[src/hdl/pid_pkg.sv]
// shared types, constants and clamp helper for the q8.8 pid controller
// no dependencies; imported by pid_front, pid_back and the top level
`default_nettype none

package pid_pkg;

    localparam int DATA_W    = 16;
    localparam int INTEG_W   = 24;
    localparam int FRAC_BITS = 8;
    localparam int PROD_W    = 2 * DATA_W;
    localparam int WIDE_W    = 36;
    localparam int ADDR_W    = 5;
    localparam int REG_IDX_W = 3;
    localparam int CMD_DEPTH = 4;
    localparam int RES_DEPTH = 4;

    localparam logic [REG_IDX_W-1:0] REG_PROP_GAIN    = 3'd0;
    localparam logic [REG_IDX_W-1:0] REG_INTEG_GAIN   = 3'd1;
    localparam logic [REG_IDX_W-1:0] REG_DERIV_GAIN   = 3'd2;
    localparam logic [REG_IDX_W-1:0] REG_RAIL_LOW     = 3'd3;
    localparam logic [REG_IDX_W-1:0] REG_RAIL_HIGH    = 3'd4;
    localparam logic [REG_IDX_W-1:0] REG_MANUAL_MODE  = 3'd5;
    localparam logic [REG_IDX_W-1:0] REG_MANUAL_VALUE = 3'd6;

    localparam logic OP_STEP  = 1'b0;
    localparam logic OP_CLEAR = 1'b1;

    typedef logic signed [DATA_W-1:0]  sample_t;
    typedef logic signed [INTEG_W-1:0] integ_t;
    typedef logic signed [PROD_W-1:0]  prod_t;
    typedef logic signed [WIDE_W-1:0]  wide_t;

    typedef struct packed {
        sample_t prop_gain;
        sample_t integ_gain;
        sample_t deriv_gain;
        sample_t rail_low;
        sample_t rail_high;
        logic    manual_mode;
        sample_t manual_value;
    } cfg_t;

    typedef struct packed {
        logic    clear;
        sample_t err;
        sample_t dmeas;
    } cmd_t;

    // lower bound first, then upper bound
    function automatic wide_t clamp_wide(wide_t v, wide_t lo, wide_t hi);
        wide_t r;
        r = (v < lo) ? lo : v;
        r = (r > hi) ? hi : r;
        return r;
    endfunction

endpackage

`default_nettype wire

[src/hdl/pid_fifo.sv]
// small register-based queue used for command and result beats
// depends on nothing but its parameters
`default_nettype none

module pid_fifo #(
    parameter int WIDTH = 8,
    parameter int DEPTH = 4
) (
    input  logic             clk,
    input  logic             rst_n,
    input  logic             push,
    input  logic [WIDTH-1:0] wdata,
    output logic             full,
    input  logic             pop,
    output logic [WIDTH-1:0] rdata,
    output logic             empty
);

    localparam int PTR_W = (DEPTH > 1) ? $clog2(DEPTH) : 1;
    localparam int CNT_W = $clog2(DEPTH + 1);
    localparam logic [PTR_W-1:0] LAST_PTR = PTR_W'(DEPTH - 1);
    localparam logic [CNT_W-1:0] FULL_CNT = CNT_W'(DEPTH);

    logic [WIDTH-1:0] mem_reg [DEPTH];
    logic [PTR_W-1:0] wr_ptr_reg, wr_ptr_next;
    logic [PTR_W-1:0] rd_ptr_reg, rd_ptr_next;
    logic [CNT_W-1:0] count_reg, count_next;
    logic             do_push;
    logic             do_pop;

    assign full    = (count_reg == FULL_CNT);
    assign empty   = (count_reg == '0);
    assign do_push = push && !full;
    assign do_pop  = pop && !empty;
    assign rdata   = mem_reg[rd_ptr_reg];

    always_comb
    begin
        wr_ptr_next = wr_ptr_reg;
        rd_ptr_next = rd_ptr_reg;
        count_next  = count_reg;
        if (do_push)
        begin
            wr_ptr_next = (wr_ptr_reg == LAST_PTR) ? '0 : wr_ptr_reg + 1'b1;
        end
        if (do_pop)
        begin
            rd_ptr_next = (rd_ptr_reg == LAST_PTR) ? '0 : rd_ptr_reg + 1'b1;
        end
        if (do_push && !do_pop)
        begin
            count_next = count_reg + 1'b1;
        end
        else if (do_pop && !do_push)
        begin
            count_next = count_reg - 1'b1;
        end
    end

    always_ff @(posedge clk)
    begin
        if (do_push)
        begin
            mem_reg[wr_ptr_reg] <= wdata;
        end
    end

    always_ff @(posedge clk or negedge rst_n)
    begin
        if (!rst_n)
        begin
            wr_ptr_reg <= '0;
            rd_ptr_reg <= '0;
            count_reg  <= '0;
        end
        else
        begin
            wr_ptr_reg <= wr_ptr_next;
            rd_ptr_reg <= rd_ptr_next;
            count_reg  <= count_next;
        end
    end

endmodule

`default_nettype wire

[src/hdl/pid_front.sv]
// front end: accepts beats, forms wrapped error and measurement delta
// depends on pid_pkg; feeds the command queue
`default_nettype none

module pid_front (
    input  logic              clk,
    input  logic              rst_n,
    input  logic              push,
    output logic              full,
    input  logic              opcode,
    input  pid_pkg::sample_t  setpoint,
    input  pid_pkg::sample_t  measurement,
    input  logic              cmd_full,
    output logic              cmd_push,
    output pid_pkg::cmd_t     cmd_data
);

    import pid_pkg::*;

    logic    history_reg, history_next;
    sample_t last_meas_reg, last_meas_next;
    sample_t err;
    sample_t dmeas;
    logic    is_clear;

    assign full     = cmd_full;
    assign cmd_push = push && !cmd_full;
    assign is_clear = (opcode == OP_CLEAR);

    always_comb
    begin
        err   = setpoint - measurement;
        dmeas = history_reg ? sample_t'(measurement - last_meas_reg) : sample_t'(0);
        cmd_data.clear = is_clear;
        cmd_data.err   = err;
        cmd_data.dmeas = dmeas;

        history_next   = history_reg;
        last_meas_next = last_meas_reg;
        if (cmd_push)
        begin
            if (is_clear)
            begin
                history_next = 1'b0;
            end
            else
            begin
                history_next   = 1'b1;
                last_meas_next = measurement;
            end
        end
    end

    always_ff @(posedge clk or negedge rst_n)
    begin
        if (!rst_n)
        begin
            history_reg   <= 1'b0;
            last_meas_reg <= '0;
        end
        else
        begin
            history_reg   <= history_next;
            last_meas_reg <= last_meas_next;
        end
    end

endmodule

`default_nettype wire

[src/hdl/pid_back.sv]
// back end: gain products, integrator with anti-windup, drive clamp
// depends on pid_pkg; drains the command queue, fills the result queue
`default_nettype none

module pid_back (
    input  logic              clk,
    input  logic              rst_n,
    input  pid_pkg::cfg_t     cfg,
    input  logic              cmd_empty,
    input  pid_pkg::cmd_t     cmd_data,
    output logic              cmd_pop,
    input  logic              res_full,
    output logic              res_push,
    output pid_pkg::sample_t  res_drive
);

    import pid_pkg::*;

    // stage 1: products
    logic    s1_valid_reg;
    logic    s1_clear_reg;
    prod_t   s1_p_reg;
    prod_t   s1_d_reg;
    prod_t   s1_ie_reg;
    sample_t s1_mdrive_reg;

    // stage 2: integrator and partial sum
    logic    s2_valid_reg;
    logic    s2_clear_reg;
    logic    s2_manual_reg;
    wide_t   s2_pd_reg;
    sample_t s2_mdrive_reg;
    integ_t  integ_reg, integ_next;
    logic    skip_reg, skip_next;

    logic    stall;
    logic    adv;
    sample_t in_err;
    sample_t in_dmeas;
    prod_t   p_prod;
    prod_t   d_prod;
    prod_t   ie_prod;
    wide_t   mdrive_w;
    wide_t   ilo;
    wide_t   ihi;
    wide_t   acc;
    wide_t   man_integ;
    wide_t   out_sum;
    wide_t   out_shift;
    wide_t   auto_drive;

    assign stall   = s2_valid_reg && !s2_clear_reg && res_full;
    assign adv     = !stall;
    assign cmd_pop = adv && !cmd_empty;

    assign in_err   = cmd_data.err;
    assign in_dmeas = cmd_data.dmeas;
    assign p_prod   = cfg.prop_gain * in_err;
    assign d_prod   = cfg.deriv_gain * in_dmeas;
    assign ie_prod  = cfg.integ_gain * in_err;
    assign mdrive_w = clamp_wide(wide_t'(cfg.manual_value), wide_t'(cfg.rail_low),
                                 wide_t'(cfg.rail_high));

    assign ilo = wide_t'(cfg.rail_low) <<< FRAC_BITS;
    assign ihi = wide_t'(cfg.rail_high) <<< FRAC_BITS;

    always_comb
    begin
        acc        = wide_t'(integ_reg) + (skip_reg ? wide_t'(0) : wide_t'(s1_ie_reg));
        man_integ  = (wide_t'(s1_mdrive_reg) <<< FRAC_BITS) - wide_t'(s1_p_reg)
                     - wide_t'(s1_d_reg);
        integ_next = integ_reg;
        skip_next  = skip_reg;
        if (adv && s1_valid_reg)
        begin
            if (s1_clear_reg)
            begin
                integ_next = '0;
                skip_next  = 1'b0;
            end
            else if (cfg.manual_mode)
            begin
                integ_next = integ_t'(clamp_wide(man_integ, ilo, ihi));
                skip_next  = 1'b1;
            end
            else
            begin
                integ_next = integ_t'(clamp_wide(acc, ilo, ihi));
                skip_next  = 1'b0;
            end
        end
    end

    always_comb
    begin
        out_sum    = s2_pd_reg + wide_t'(integ_reg);
        out_shift  = out_sum >>> FRAC_BITS;
        auto_drive = clamp_wide(out_shift, wide_t'(cfg.rail_low), wide_t'(cfg.rail_high));
        res_drive  = s2_manual_reg ? s2_mdrive_reg : sample_t'(auto_drive);
    end

    assign res_push = s2_valid_reg && !s2_clear_reg && !res_full;

    always_ff @(posedge clk)
    begin
        if (cmd_pop)
        begin
            s1_clear_reg  <= cmd_data.clear;
            s1_p_reg      <= p_prod;
            s1_d_reg      <= -d_prod;
            s1_ie_reg     <= ie_prod;
            s1_mdrive_reg <= sample_t'(mdrive_w);
        end
        if (adv && s1_valid_reg)
        begin
            s2_clear_reg  <= s1_clear_reg;
            s2_manual_reg <= cfg.manual_mode;
            s2_pd_reg     <= wide_t'(s1_p_reg) + wide_t'(s1_d_reg);
            s2_mdrive_reg <= s1_mdrive_reg;
        end
    end

    always_ff @(posedge clk or negedge rst_n)
    begin
        if (!rst_n)
        begin
            s1_valid_reg <= 1'b0;
            s2_valid_reg <= 1'b0;
            integ_reg    <= '0;
            skip_reg     <= 1'b0;
        end
        else
        begin
            if (adv)
            begin
                s1_valid_reg <= cmd_pop;
                s2_valid_reg <= s1_valid_reg;
            end
            integ_reg <= integ_next;
            skip_reg  <= skip_next;
        end
    end

`ifndef SYNTHESIS
    a_stall_holds_queue: assert property (@(posedge clk) disable iff (!rst_n)
        stall |-> !cmd_pop)
        else $error("command beat taken while back end stalled");

    a_push_from_step: assert property (@(posedge clk) disable iff (!rst_n)
        res_push |-> (s2_valid_reg && !s2_clear_reg))
        else $error("result beat without a control step");

    a_clear_zeroes: assert property (@(posedge clk) disable iff (!rst_n)
        (adv && s1_valid_reg && s1_clear_reg) |=> (integ_reg == '0 && !skip_reg))
        else $error("clear did not zero integrator");

    a_manual_skips: assert property (@(posedge clk) disable iff (!rst_n)
        (adv && s1_valid_reg && !s1_clear_reg && cfg.manual_mode) |=> skip_reg)
        else $error("manual step did not arm integral skip");
`endif

endmodule

`default_nettype wire

[src/hdl/fixed_point_pid_controller.sv]
// path: a step beat passes through the command queue, stage 1, stage 2 and the result queue to the result ports
// throughput: one beat per cycle while the result queue is not full, set by the integrator update loop
// clear beats take a slot in the pipeline but give no result
// reset: registers return to defaults, integrator and history clear, queues empty
// top level: configuration registers, front end, command queue, back end, result queue
// depends on pid_pkg, pid_front, pid_fifo, pid_back
`default_nettype none

module fixed_point_pid_controller #(
    parameter int CMD_DEPTH = pid_pkg::CMD_DEPTH,
    parameter int RES_DEPTH = pid_pkg::RES_DEPTH
) (
    input  logic                        clk,
    input  logic                        rst_n,
    input  logic                        psel,
    input  logic                        penable,
    input  logic                        pwrite,
    input  logic [pid_pkg::ADDR_W-1:0]  paddr,
    input  logic [31:0]                 pwdata,
    output logic [31:0]                 prdata,
    output logic                        pready,
    input  logic                        push,
    output logic                        full,
    input  logic                        opcode,
    input  pid_pkg::sample_t            setpoint,
    input  pid_pkg::sample_t            measurement,
    output logic                        empty,
    input  logic                        pop,
    output pid_pkg::sample_t            drive
);

    import pid_pkg::*;

    localparam int CMD_W = $bits(cmd_t);

    cfg_t                    cfg_reg, cfg_next;
    logic                    cfg_wr;
    logic [REG_IDX_W-1:0]    reg_idx;
    logic                    cmd_full;
    logic                    cmd_push;
    cmd_t                    cmd_wdata;
    logic [CMD_W-1:0]        cmd_rbits;
    cmd_t                    cmd_rdata;
    logic                    cmd_empty;
    logic                    cmd_pop;
    logic                    res_full;
    logic                    res_push;
    sample_t                 res_drive;

    assign pready  = 1'b1;
    assign reg_idx = paddr[ADDR_W-1:2];
    assign cfg_wr  = psel && penable && pwrite && pready;

    always_comb
    begin
        cfg_next = cfg_reg;
        if (cfg_wr)
        begin
            case (reg_idx)
                REG_PROP_GAIN:    cfg_next.prop_gain    = pwdata[DATA_W-1:0];
                REG_INTEG_GAIN:   cfg_next.integ_gain   = pwdata[DATA_W-1:0];
                REG_DERIV_GAIN:   cfg_next.deriv_gain   = pwdata[DATA_W-1:0];
                REG_RAIL_LOW:     cfg_next.rail_low     = pwdata[DATA_W-1:0];
                REG_RAIL_HIGH:    cfg_next.rail_high    = pwdata[DATA_W-1:0];
                REG_MANUAL_MODE:  cfg_next.manual_mode  = pwdata[0];
                REG_MANUAL_VALUE: cfg_next.manual_value = pwdata[DATA_W-1:0];
                default:          cfg_next = cfg_reg;
            endcase
        end
    end

    always_comb
    begin
        case (reg_idx)
            REG_PROP_GAIN:    prdata = {16'b0, cfg_reg.prop_gain};
            REG_INTEG_GAIN:   prdata = {16'b0, cfg_reg.integ_gain};
            REG_DERIV_GAIN:   prdata = {16'b0, cfg_reg.deriv_gain};
            REG_RAIL_LOW:     prdata = {16'b0, cfg_reg.rail_low};
            REG_RAIL_HIGH:    prdata = {16'b0, cfg_reg.rail_high};
            REG_MANUAL_MODE:  prdata = {31'b0, cfg_reg.manual_mode};
            REG_MANUAL_VALUE: prdata = {16'b0, cfg_reg.manual_value};
            default:          prdata = '0;
        endcase
    end

    always_ff @(posedge clk or negedge rst_n)
    begin
        if (!rst_n)
        begin
            cfg_reg.prop_gain    <= '0;
            cfg_reg.integ_gain   <= '0;
            cfg_reg.deriv_gain   <= '0;
            cfg_reg.rail_low     <= 16'sh8000;
            cfg_reg.rail_high    <= 16'sh7fff;
            cfg_reg.manual_mode  <= 1'b0;
            cfg_reg.manual_value <= '0;
        end
        else
        begin
            cfg_reg <= cfg_next;
        end
    end

    pid_front u_front (
        .clk         (clk),
        .rst_n       (rst_n),
        .push        (push),
        .full        (full),
        .opcode      (opcode),
        .setpoint    (setpoint),
        .measurement (measurement),
        .cmd_full    (cmd_full),
        .cmd_push    (cmd_push),
        .cmd_data    (cmd_wdata)
    );

    pid_fifo #(
        .WIDTH (CMD_W),
        .DEPTH (CMD_DEPTH)
    ) u_cmd_fifo (
        .clk   (clk),
        .rst_n (rst_n),
        .push  (cmd_push),
        .wdata (cmd_wdata),
        .full  (cmd_full),
        .pop   (cmd_pop),
        .rdata (cmd_rbits),
        .empty (cmd_empty)
    );

    assign cmd_rdata = cmd_t'(cmd_rbits);

    pid_back u_back (
        .clk       (clk),
        .rst_n     (rst_n),
        .cfg       (cfg_reg),
        .cmd_empty (cmd_empty),
        .cmd_data  (cmd_rdata),
        .cmd_pop   (cmd_pop),
        .res_full  (res_full),
        .res_push  (res_push),
        .res_drive (res_drive)
    );

    pid_fifo #(
        .WIDTH (DATA_W),
        .DEPTH (RES_DEPTH)
    ) u_res_fifo (
        .clk   (clk),
        .rst_n (rst_n),
        .push  (res_push),
        .wdata (res_drive),
        .full  (res_full),
        .pop   (pop),
        .rdata (drive),
        .empty (empty)
    );

endmodule

`default_nettype wire

[config.mk]
export PLATFORM = sky130hd
export DESIGN_NAME = fixed_point_pid_controller
export DESIGN_NICKNAME = d
export VERILOG_FILES = /design/src/hdl/pid_pkg.sv /design/src/hdl/pid_fifo.sv /design/src/hdl/pid_front.sv /design/src/hdl/pid_back.sv /design/src/hdl/fixed_point_pid_controller.sv
export SDC_FILE = /design/constraint.sdc
export NUM_CORES = 2
export LEC_CHECK = 0
export BUFFER_PORTS_ARGS = -buffer_cell sky130_fd_sc_hd__clkbuf_2
export CORE_ASPECT_RATIO = 1.1
export CORE_MARGIN = 3
export CORE_UTILIZATION = 25
export CTS_BUF_LIST = sky130_fd_sc_hd__clkbuf_2
export DETAILED_ROUTE_END_ITERATION = 10
export HOLD_SLACK_MARGIN = 0.03
export PLACE_DENSITY = 0.36
export SLEW_MARGIN = 10
export SYNTH_ARGS = -nofsm -noshare
export SYNTH_HDL_FRONTEND = slang
export SYNTH_HIERARCHICAL = 1
export SYNTH_SLANG_ARGS = --single-unit
[constraint.sdc]
create_clock -name clk -period 9.4 [get_ports clk]
set_input_delay 0.47 -clock clk [delete_from_list [all_inputs] [get_ports clk]]
set_output_delay 0.47 -clock clk [all_outputs]
set_load 0.03 [all_outputs]
**After elaboration in Yosys (flattened, before gate mapping)**

Memories as Yosys holds them, arrays and structs flattened.
Index checks and enable logic that the tools add are counted.

- Muxes and demuxes: 29
- Reductions and logical operators: 39
- Eq/ne operators: 12
- Divide/modulo/power cells: 0
- $lt $le $gt $ge: 8
- Bitwise gates (word level): 1
- Multipliers: 3
- Shift operators: 0
- Add/sub/neg operators: 16

Operator list:

| operator | count |
|---|---|
| $mux W36 | 5 |
| $pmux W16 S7 | 1 |
| $mul A16 B16 Y32 | 3 |
| $mux W24 | 4 |
| $gt A36 B16 Y1 | 2 |
| $gt A36 B24 Y1 | 2 |
| $lt A36 B24 Y1 | 2 |
| $mux W16 | 4 |
| $add A24 B36 Y36 | 1 |
| $add A36 B24 Y36 | 1 |
| $sub A33 B32 Y34 | 1 |
| $add A32 B32 Y33 | 1 |
| $sub A24 B32 Y33 | 1 |
| $neg A32 Y32 | 1 |
| $sub A16 B16 Y16 | 2 |
| $lt A28 B16 Y1 | 1 |
| $logic_and A1 B1 Y1 | 16 |
| $lt A16 B16 Y1 | 1 |
| $reduce_and A2 Y1 | 8 |
| $eq A3 B3 Y1 const B | 5 |
| $mux W3 | 4 |
| $logic_not A1 Y1 | 10 |
| $logic_not A3 Y1 | 3 |
| $add A2 B1 Y2 const B | 4 |
| 9 further kinds | 25 |

- Bits in read-only memories: 0
- Flip-flop bits (word level): 322
- Memories: 2
- Word-level logic and storage cells: 138
- Bits in writable memories: 196
- Bits in latches: 0

Memory list:

| memory | words | bits a word | rd ports | clocked after memory_dff | write ports | line | text |
|---|---|---|---|---|---|---|---|
| u_cmd_fifo.mem_reg | 4 | 33 | 1 | 0 | 1 | pid_fifo.sv:24 | `logic [WIDTH-1:0] mem_reg [DEPTH];` |
| u_res_fifo.mem_reg | 4 | 16 | 1 | 0 | 1 | pid_fifo.sv:24 |  |

**Logic depth before layout (Yosys ltp)**

- Depth after elaboration: 9
- Depth in mapped cells: 37
- Mapped depth without buffers: 34

**Cells and area by module**

The synthesis kept the hierarchy.

Modules (own cells, without submodules):

| module | area an instance (um2) | times used | cells an instance |
|---|---|---|---|
| pid_back | 48720.5 | 1 | 5223 |
| pid_fifo at u_cmd_fifo | 5202.5 | 1 | 210 |
| fixed_point_pid_controller | 4636.9 | 1 | 340 |
| pid_fifo at u_res_fifo | 2771.4 | 1 | 121 |
| pid_front | 2319.7 | 1 | 301 |

**Worst setup path after synthesis**

No wires, ideal clock.

- Path kind: register to register
- From: reg u_back.s1_p_reg[1]
- To: reg u_back.integ_reg[14]
- Arrival: 7.724 ns
- Cell stages (with the launch flop): 35
- Required time: 9.274 ns
- Setup slack: 1.550 ns
- Clock period less this slack: 7.850 ns
- Path through: edfxtp_1 ha_1 inv_1 ha_1 fa_1 a21o_1 a221oi_1 o22ai_1 a31oi_2 o22a_1 a22o_1 o21bai_1 or3b_1 and3_1 ha_1 nand4_1 nor4_1 nand3_1 a311o_1 a31oi_2 buf_2 clkbuf_1 buf_1 a21o_1 ha_1 a2111oi_0 o21ai_0 a2111oi_0 a221o_1 a41o_1 buf_6 mux2i_1 buf_4 a221oi_2 a21oi_1

- Longest elaborated chain between the ends: 8

Ends and longest elaborated chain:

| what | line | text |
|---|---|---|
| from (decl) | pid_back.sv:22 | `prod_t s1_p_reg;` |
| from (signal assigned) | pid_back.sv:109 | `s1_p_reg <= p_prod;` |
| $sub A24 B32 Y33 * | pid_back.sv:70 | `man_integ = (wide_t'(s1_mdrive_reg) <<< FRAC_BITS) - wide_t'(s1_p_reg)` |
| $sub A33 B32 Y34 * | pid_back.sv:71 | `- wide_t'(s1_d_reg);` |
| $lt A36 B24 Y1 | pid_pkg.sv:52 | `r = (v < lo) ? lo : v;` |
| $mux W36 * | pid_pkg.sv:52 |  |
| $gt A36 B24 Y1 | pid_pkg.sv:53 | `r = (r > hi) ? hi : r;` |
| $mux W24 * | pid_pkg.sv:53 |  |
| $mux W24 * | pid_back.sv:81 | `else if (cfg.manual_mode)` |
| $mux W24 * | pid_back.sv:76 | `if (s1_clear_reg)` |
| to (signal assigned) | pid_back.sv:139 | `integ_reg <= integ_next;` |
| to (decl) | pid_back.sv:33 | `integ_t integ_reg, integ_next;` |

Every way passes the cells marked *; elsewhere a longest branch is shown, timed or not.
A chain may end at the register's enable or synchronous reset.

**Final worst setup path**

- From: reg u_back.integ_reg[5]
- To: mem u_res_fifo/mem_reg[0][2] (netlist name) (data pin)

- Longest elaborated chain between the ends: 6

Ends and longest elaborated chain:

| what | line | text |
|---|---|---|
| $add A36 B24 Y36 * | pid_back.sv:96 | `out_sum = s2_pd_reg + wide_t'(integ_reg);` |
| $lt A28 B16 Y1 | pid_pkg.sv:52 |  |
| $mux W36 * | pid_pkg.sv:52 |  |
| $gt A36 B16 Y1 | pid_pkg.sv:53 |  |
| $mux W16 * | pid_pkg.sv:53 |  |
| $mux W16 * | pid_back.sv:99 | `res_drive = s2_manual_reg ? s2_mdrive_reg : sample_t'(auto_drive);` |
| net res_drive[2] | fixed_point_pid_controller.sv:48 | `sample_t res_drive;` |
| to (decl) | pid_fifo.sv:24 |  |

The timed path passes the listed nets; every way through them passes the cells marked *.

==> results_dict.tcl <==
set metrics [dict create \
    status "finished clean" \
    grt_max_degree 61 \
    design.core.area_mm2 0.252 \
    fin_nets 8043 \
    numCtsBuffers 152 \
    fin_skew_ps 169 \
    drt-vias-per-instance 4.58 \
    detail_route.wl_per_cell_um 21.4 \
    htreeDepth 4 \
    reg2reg_depth 32 \
    synthCells 6195 \
    r2r_setup_slack_ps 640 \
    synth_adder_area_share 0.385 \
    rows 193 \
    crit_type "flip-flop to flip-flop" \
    worst_pin_slew_ps 1050 \
    post-dp-hpwl_um 170000 \
    slowest_stage "o32ai_4" \
    cts_tree "yes" \
    wirelength_um 212000 \
    cp_slowest_stage_delay_ps 750 \
    cts_sinks 515 \
    final_hold_viol_count 0 \
    num_io_pins 128 \
    fmax_ghz 0.114 \
    synthArstFlopShare 0.301 \
    synth_cell_types 104 \
    place_ws_ps 401 \
    critical_path_required_ps 10580 \
    clock_path_buffers 3 \
    track_usage 0.164 \
    crit_path_start "u_back/integ_reg[5]" \
    synthMuxAreaShare 0.0566 \
    synth_xor_area_frac 0.0319 \
    grt_overflow 0 \
    synth_edf_count 360 \
    rr_startpoint "u_back/integ_reg[5]" \
    crit_end "u_res_fifo/mem_reg[0][2]" \
    ant_nets 0 \
    yosysSeqAreaShare 0.231 \
    post-route-min-period_ps 8760 \
    synth_seq_cells 515 \
    start_util 0.252 \
    final_cell_area_mm2 0.0711 \
    ys.flop_type "edfxtp_1" \
    crit_fanout 17 \
    dr.first_iter.drc_count 2663 \
    grt_pass1_wl_um 318000 \
    drt_pass1_iterations 5 \
    ys_warn_count 6 \
    synth.avg_cell_area_um2 10.3 \
    antenna_found_initial 29 \
    placed_cell_area_mm2 0.0682 \
    synth_top_family_by_area "adder cells" \
    drive_above_1_share 0.112 \
    mostFrequentLayoutCell "inv_1" \
    setup_tns_ps 0 \
    crit_family "compound AO/OA/AOI/OAI gates" \
    slew_viol_final 0 \
    fin_crit_sh 0.931 \
    drc 0 \
    path_buf_inv 4 \
    via_count 45467 \
    hold_slack_ps 304 \
    yosys.area_share.simple 0.125 \
    end_kind "flip-flop" \
    hp-class "input pin to flip-flop" \
    die_w_um 487 \
    portBuffers 92 \
    cts_root_buffer "clkbuf_2" \
    synth_compound_area_frac 0.0965 \
    path_clk_slew_ps 90 \
    r2r-end "u_res_fifo/mem_reg[0][2]" \
    setup_slack_ps 644 \
    die_area_mm2 0.261 \
    dieHeight_um 535 \
    layout_common_cells "inv_1, fa_1, ha_1" \
    relSlewSlack 0.303 \
    globalplace.congestion 0.872 \
    cap_violations 0 \
    arrival_ps 9930 \
    cp_num_cells 32 \
    synth_area_mm2 0.0637 \
    syn2layout_area_growth_pct 11.8 \
    clkLatencyLatePin_ps 1530 \
    largest_reg_flops 132 \
    rsz0062_at_grt "false" \
    setup_viol 0 \
    setup.worst_path.start_class "flip-flop" \
    grt_pass1_vias 48720 \
]
-- stage by stage --
| stage | std cells | utilization |
|---|---|---|
| finish | 9931 | 0.282 |
| CTS | 9922 | 0.282 |
| floorplan | 6210 | - |
| detailed placement | 9504 | 0.270 |
| global placement | 9504 | 0.270 |
| global route | 9929 | 0.282 |
-- routing by layer --
layer  global-route usage  vias to the layer above  share of wire
li1                     -                    21239              -
met1                0.214                    23197           0.45
met2                0.283                      801           0.49
met3               0.0188                      228          0.031
met4               0.0464                        2          0.029
met5                    0                        -       0.000094
-- cells in the mapped netlist (38+ instances only) --
cell        n  area [um^2]
a21o_1    142         1070
a21oi_1   238         1190
and2_1    354         2210
clkbuf_1  156          586
dfrtp_1   139         3480
edfxtp_1  360        10800
fa_1      813        16300
ha_1      660         8260
inv_1     984         3690
mux2_2    166         1870
mux2i_1    56          561
mux4_2     49         1100
nand2_1   585         2200
nand2b_1   92          576
nand3_1    65          325
nand4_1    38          238
nor2_1    180          676
nor2b_1    90          563
nor3_1     57          285
o21a_1     50          375
o21ai_0   174          871
xnor2_1   161         1410
xor2_1     71          622
-- tightest hold or removal path: cells and delay by family --
| kind | cells | cell delay [ps] |
|---|---|---|
| buffers and inverters | 2 | 630 |
| adders and majority gates | 1 | 220 |
| xor gates and xnor gates | 1 | 160 |
-- how the worst min path moves through the flow --
stage	depth (start not counted)	to	from	slack, ps
2_1_floorplan	0	cfg_reg[0]	rst_n	170
3_3_place_gp	0	u_back/s2_mdrive_reg[0]	u_back/s1_mdrive_reg[0]	450
3_5_place_dp	0	u_back/s2_mdrive_reg[0]	u_back/s1_mdrive_reg[0]	460
4_1_cts	5	u_cmd_fifo/mem_reg[3][13]	measurement[13]	30
5_1_grt	4	u_cmd_fifo/mem_reg[0][21]	setpoint[5]	100
6_report	4	u_cmd_fifo/mem_reg[2][21]	setpoint[5]	300
-- layout make-up --
cell class | instances | area [um^2]
clock inverters | 50 | 287
clock buffers | 221 | 1110
inverters | 984 | 3690
repair buffers | 348 | 2800
multi-input cells | 4492 | 44400
well taps | 3315 | 4150
fillers | 26592 | 181000
diodes | 6 | 15.0
flip-flops and latches | 515 | 14700
-- logic make-up (layout without fill, tap and decap cells) --
| family | count (synthesis) | count (layout) |
|---|---|---|
| mux | 276 | 276 |
| simple gates | 1578 | 1578 |
| fa+ha+maj | 1473 | 1473 |
| compound gates | 916 | 916 |
| buf+inv | 1203 | 1603 |
| xor+xnor | 232 | 232 |
| flops | 515 | 515 |
| other cells | 2 | 23 |
-- repair_timing --
| action | 4_1_cts | 5_1_grt |
|---|---|---|
| buffers inserted | 0 | 3 |
| setup endpoints to repair | 0 | 18 |
| resized for setup | 0 | 3 |
| hold buffers | 147 | 0 |
| hold endpoints to repair | 354 | 0 |
Power is left out: the tool's default activity adds up to more than one toggle a clock period on the data nets, which glitch-free logic cannot reach.
